**src/rtl/lotfs_pkg.sv**
```systemverilog
// Package for the linear offset to file slice mapper.
// Holds the beat structs, request and status codes and table constants.
// No dependencies.
package lotfs_pkg;

  localparam int unsigned DefMaxFiles  = 1024;
  localparam int unsigned DefMaxSlices = 64;
  localparam logic [24:0] PlReset      = 25'd262144;
  localparam logic [24:0] PlMax        = 25'd16777216;

  typedef enum logic [1:0] {
    REQ_APPEND = 2'd0,
    REQ_BLOCK  = 2'd1,
    REQ_FILE   = 2'd2
  } req_type_e;

  typedef enum logic [1:0] {
    ST_OK        = 2'd0,
    ST_RANGE     = 2'd1,
    ST_FULL      = 2'd2,
    ST_TRUNCATED = 2'd3
  } status_e;

  typedef struct packed {
    logic [1:0]  req_type;
    logic [30:0] piece;
    logic [23:0] piece_offset;
    logic [9:0]  file_sel;
    logic [47:0] file_pos;
    logic [24:0] request_size;
    logic [47:0] file_size;
    logic [47:0] base_ofs;
  } req_t;

  typedef struct packed {
    logic [1:0]  status;
    logic [9:0]  slice_file;
    logic [47:0] slice_offset;
    logic [24:0] slice_size;
    logic [30:0] piece_index;
    logic [23:0] piece_start;
    logic [24:0] piece_length_out;
    logic        last;
  } res_t;

  typedef struct packed {
    logic [47:0] start;
    logic [47:0] size;
    logic [47:0] base;
  } entry_t;

endpackage

```
**src/rtl/lotfs_divider.sv**
```systemverilog
// Restoring divider, one quotient bit per cycle.
// Divides a 49-bit linear offset by the 25-bit piece length. Depends on lotfs_pkg.
module lotfs_divider import lotfs_pkg::*; (
  input  logic        clk_i,
  input  logic        rst_ni,
  input  logic        start_i,
  input  logic [48:0] dividend_i,
  input  logic [24:0] divisor_i,
  output logic        done_o,
  output logic [48:0] quot_o,
  output logic [24:0] rem_o
);

  logic [48:0] quot_q, quot_d;
  logic [24:0] rem_q, rem_d;
  logic [24:0] div_q, div_d;
  logic [5:0]  cnt_q, cnt_d;
  logic        busy_q, busy_d;
  logic        done_q, done_d;
  logic [25:0] trial;

  always_comb begin
    quot_d = quot_q;
    rem_d  = rem_q;
    div_d  = div_q;
    cnt_d  = cnt_q;
    busy_d = busy_q;
    done_d = 1'b0;
    trial  = {rem_q, quot_q[48]};
    if (start_i) begin
      quot_d = dividend_i;
      rem_d  = '0;
      div_d  = divisor_i;
      cnt_d  = 6'd49;
      busy_d = 1'b1;
    end else if (busy_q) begin
      if (trial >= {1'b0, div_q}) begin
        rem_d = 25'(trial - {1'b0, div_q});
        quot_d = {quot_q[47:0], 1'b1};
      end else begin
        rem_d = trial[24:0];
        quot_d = {quot_q[47:0], 1'b0};
      end
      cnt_d = cnt_q - 6'd1;
      if (cnt_q == 6'd1) begin
        busy_d = 1'b0;
        done_d = 1'b1;
      end
    end
  end

  always_ff @(posedge clk_i or negedge rst_ni) begin
    if (!rst_ni) begin
      busy_q <= 1'b0;
      done_q <= 1'b0;
      cnt_q  <= '0;
    end else begin
      busy_q <= busy_d;
      done_q <= done_d;
      cnt_q  <= cnt_d;
    end
  end

  always_ff @(posedge clk_i) begin
    quot_q <= quot_d;
    rem_q  <= rem_d;
    div_q  <= div_d;
  end

  assign done_o = done_q;
  assign quot_o = quot_q;
  assign rem_o  = rem_q;

endmodule

```
**config.mk**
```make
export PLATFORM = sky130hd
export DESIGN_NAME = lotfs_divider
export DESIGN_NICKNAME = d
export VERILOG_FILES = /design/src/rtl/lotfs_pkg.sv /design/src/rtl/lotfs_divider.sv
export SDC_FILE = /design/constraint.sdc
export NUM_CORES = 1
export LEC_CHECK = 0
export BUFFER_PORTS_ARGS = -buffer_cell sky130_fd_sc_hd__buf_2
export CORE_ASPECT_RATIO = 0.75
export CORE_UTILIZATION = 54
export CTS_BUF_LIST = sky130_fd_sc_hd__clkbuf_16
export CTS_CLUSTER_DIAMETER = 120
export CTS_CLUSTER_SIZE = 24
export DETAILED_ROUTE_END_ITERATION = 10
export HOLD_SLACK_MARGIN = 0.02
export PLACE_DENSITY = 0.81
export SETUP_SLACK_MARGIN = 0.2
export SLEW_MARGIN = 20
export SYNTH_ARGS = -nofsm -noshare
export SYNTH_HDL_FRONTEND = slang
export SYNTH_SLANG_ARGS = --single-unit
```
**constraint.sdc**
```tcl
create_clock -name clk_i -period 4.1 [get_ports clk_i]
set_clock_uncertainty 0.05 [all_clocks]
set_input_delay 1.025 -clock clk_i [delete_from_list [all_inputs] [get_ports clk_i]]
set_output_delay 1.025 -clock clk_i [all_outputs]
set_load 0.01 [all_outputs]
```
==> results.md <==
* Outcome: finished, final reports clean
* Gr ovfl total at 0
* Critical path's largest stage delay at ~480 ps
* I/O Pins at between 150 and 200
* CP Cell Sequence: inv_1 -> ha_1 -> inv_1 -> fa_1 -> a21oi_1 -> o22ai_2 -> o211ai_2 -> a2111oi_4 -> a2111oi_4 -> o21a_4 -> nor4_1 -> a311o_1
* CORE AREA at 10490 sq um
* GP Congestion at between 0.8 and 0.9
* Starting Density at between 50% and 60%
* Die height at ~93 um
* First-pass GRT wire length at between 20000 and 25000 um
* CTS root buffer: clkbuf_16
* Yosys cell types at between 60 and 70
* Pre-CTS setup slack at about 840 ps
* DP Area at roughly 6800 sq um
* Clock power frac at roughly a quarter
* Peak supply drop at around 0.34 mV
* Crit Path Max Fanout at 25
* Final WL at around 14000 um
* Net Sw Frac at a little under two fifths
* Int Power at between 2 and 3 mW
* Placed cell count at between 700 and 800
* Final Cycle Share at 80.67%
* Synth async-reset ratio at under 10%
* FF-to-FF path depth at 12
* EDFF count, synth at 74
* Register bit count reported by yosys at roughly 110
* Post-DP HPWL at between 9000 and 10000 um
* Max cap viols at 0
* F_max at between 0.3 and 0.4 GHz
* Synth-to-Final Area Change at 19.76%
* Hold bufs inserted after CTS at 0
* CTS tree: yes
* Pwr Density at slightly below 600 nW/um^2
* Critical R2R Launch: quot_o[48]$_DFFE_PP_
* Total CTS buffers at 9
* Post-Synthesis Cells at around 520
* Hold Crit Class: in -> async
* FF-to-FF End: rem_o[13]$_SDFFE_PP0P_
* Hold Fails Final Rpt at 0
* CTS resizes at 0
* Crit path max-delay family: compound AO/OA/AOI/OAI gates
* Row count at 32
* Vias/cell at approximately 5.8
* Crit Path Category: reg -> reg
* Final #Nets at about 770
* DR DRC count at 0
* RSZ-0062 raised after global routing: false
* Clock sinks at between 100 and 150
* Worst endpoint data arrival time at 3500 ps
* Vias after detailed routing at 4662
* Clk Latency, worst-skew pair at around 350 ps
* Slew @ Worst Pin at 900.2 ps
* 1st-iter DRT viols at ~320
* Max Slew Vio Count at 0
* Total track usage at 24.41%
* Final setup fails at 0
* Number of global-route vias before repair at 4370
* Psw at approximately 1.6 mW
* Post-route minimum period at roughly 3300 ps
* Wire per inst at around 17 um
* Startpoint Class: flip-flop
* Routed Antenna Nets at 0
* Die area at 11470 sq um
* Pre-Repair DR Iteration Count at 5
* Layout cells sized above 1 at 37.87%
* R2R Setup Slk at between 700 and 800 ps
* ANT cells at 0
* CTS Buffer Depth at 2
* Worst path required time at 4290 ps
* P_leak at about 3.1 nW
* Comb pwr share at 40.8%
* Largest net degree at the start of global routing at between 70 and 80
* Worst Slack Setup Final at a little under 800 ps
* Sequential area share after synthesis at approximately half
* H-tree level count at 3
* Post-Syn Nets at 629
* Yosys Warn Count at 0
* Post-CTS setup buffer count at 0
* Clock transition at path regs at around 70 ps
* Flop pwr share at a little over a third
* CP endpoint kind: flip-flop
* Worst path bufs/invs at 2
* Setup TNS at 0 ps
* Area of all placed cells without fillers at between 7000 and 8000 sq um
* Initial antenna violation count at 0
* Fin cells at 804
* Main synth FF type: edfxtp_1
* Mean Syn Cell Area at roughly 11 sq um
* Cell Area, Synth at 5964 sq um
* Power Total at 4.242 mW
* Die Wd at around 120 um
* Relative slew slack at between 30 and 40%
* Slowest cell on the critical path: a2111oi_4
* Count of buffers from port buffering at 151
flip-flops by register name (all words and copies together), names as in the netlist:
name and count:
rem_o 25, div_q 25, busy_q 1, quot_o 49
cnt_q 6, done_o 1
stage by stage:
stage	hold WS [ps]	util (%)
after floorplan	439.1	-
after global placement	464.6	64.73
after detailed placement	467.1	64.73
after CTS	455.4	68.05
after global routing	459.6	68.09
final	455.8	68.09
worst max-delay path by stage:
stage / cells after the start / start / slack [ps] / endpoint
2_1_floorplan: 12 / quot_o[48]$_DFFE_PP_ / 1050 / quot_o[0]$_DFFE_PP_
3_3_place_gp: 12 / quot_o[48]$_DFFE_PP_ / 900 / rem_o[13]$_SDFFE_PP0P_
3_5_place_dp: 12 / quot_o[48]$_DFFE_PP_ / 840 / rem_o[13]$_SDFFE_PP0P_
4_1_cts: 12 / quot_o[48]$_DFFE_PP_ / 800 / rem_o[13]$_SDFFE_PP0P_
5_1_grt: 12 / quot_o[48]$_DFFE_PP_ / 560 / rem_o[13]$_SDFFE_PP0P_
6_report: 12 / quot_o[48]$_DFFE_PP_ / 790 / rem_o[13]$_SDFFE_PP0P_
kinds of logic (layout without fill, tap and decap cells):
kind of cell / count (synthesis) / in the layout / share of synthesized area [%]
buf+inv: 64 / 208 / 4.552
xor+xnor: 23 / 23 / 3.377
compound gates: 105 / 105 / 16.30
mux: 52 / 52 / 9.776
flops: 107 / 107 / 49.00
simple gates: 145 / 145 / 10.99
fa+ha+maj: 28 / 28 / 6.000
placed cells by master (no fill, tap or decap), drive strengths merged, types with 4 or more instances in the layout:
cell type | synthesis | layout
a2111oi | 4 | 4
a211oi | 5 | 5
a21o | 6 | 6
a21oi | 27 | 27
a311oi | 18 | 18
a41o | 4 | 4
and2 | 5 | 5
buf | 13 | 154
clkbuf | 13 | 9
dfrtp | 8 | 8
dfxtp | 25 | 25
edfxtp | 74 | 74
ha | 27 | 27
inv | 38 | 40
mux2 | 50 | 50
nand2 | 52 | 52
nand2b | 4 | 4
nand3 | 10 | 10
nand4 | 6 | 6
nor2 | 45 | 45
nor3 | 5 | 5
nor4 | 5 | 5
o21a | 4 | 4
o21ai | 14 | 14
xnor2 | 17 | 17
xor2 | 6 | 6
power by group through the flow:
stage                     logic (mW)  clock network, mW  registers (mW)
after floorplan                 1.23                  0            1.57
after global routing            1.89               1.07            1.54
after global placement          1.64                  0            1.52
after CTS                       1.72               1.02            1.51
after detailed placement        1.70                  0            1.53
final                           1.73               1.00            1.51
layout make-up:
type	count	area [sq um]
clock buffer	9	225.2
clock inverter	7	122.6
fill	799	3347
inverter	38	142.6
multi-input combinational	353	2778
sequential	107	2924
tap	136	170.2
timing repair buffer	154	780.7
synthesized netlist by cell type, drive strengths merged (6+ instances only):
master	instances	share of area, %
xnor2	17	2.5
o21ai	14	1.4
xor2	6	0.88
nand3	10	0.84
a311oi	18	4.5
nand4	6	0.63
inv	38	2.4
a21o	6	0.76
dfxtp	25	8.4
edfxtp	74	37
clkbuf	13	0.82
dfrtp	8	3.4
mux2	50	9.4
buf	13	1.3
a21oi	27	2.6
nand2	52	3.3
nor2	45	2.8
ha	27	5.7
routing by layer:
layer | vias up | track usage (%) | share of wire [%]
li1 | 2199 | - | -
met1 | 2275 | 35.57 | 46
met2 | 171 | 36.36 | 47
met3 | 17 | 6.037 | 6.4
met4 | 0 | 5.924 | 1.1
met5 | - | 0 | 0
(Power assumes the default switching activity.)
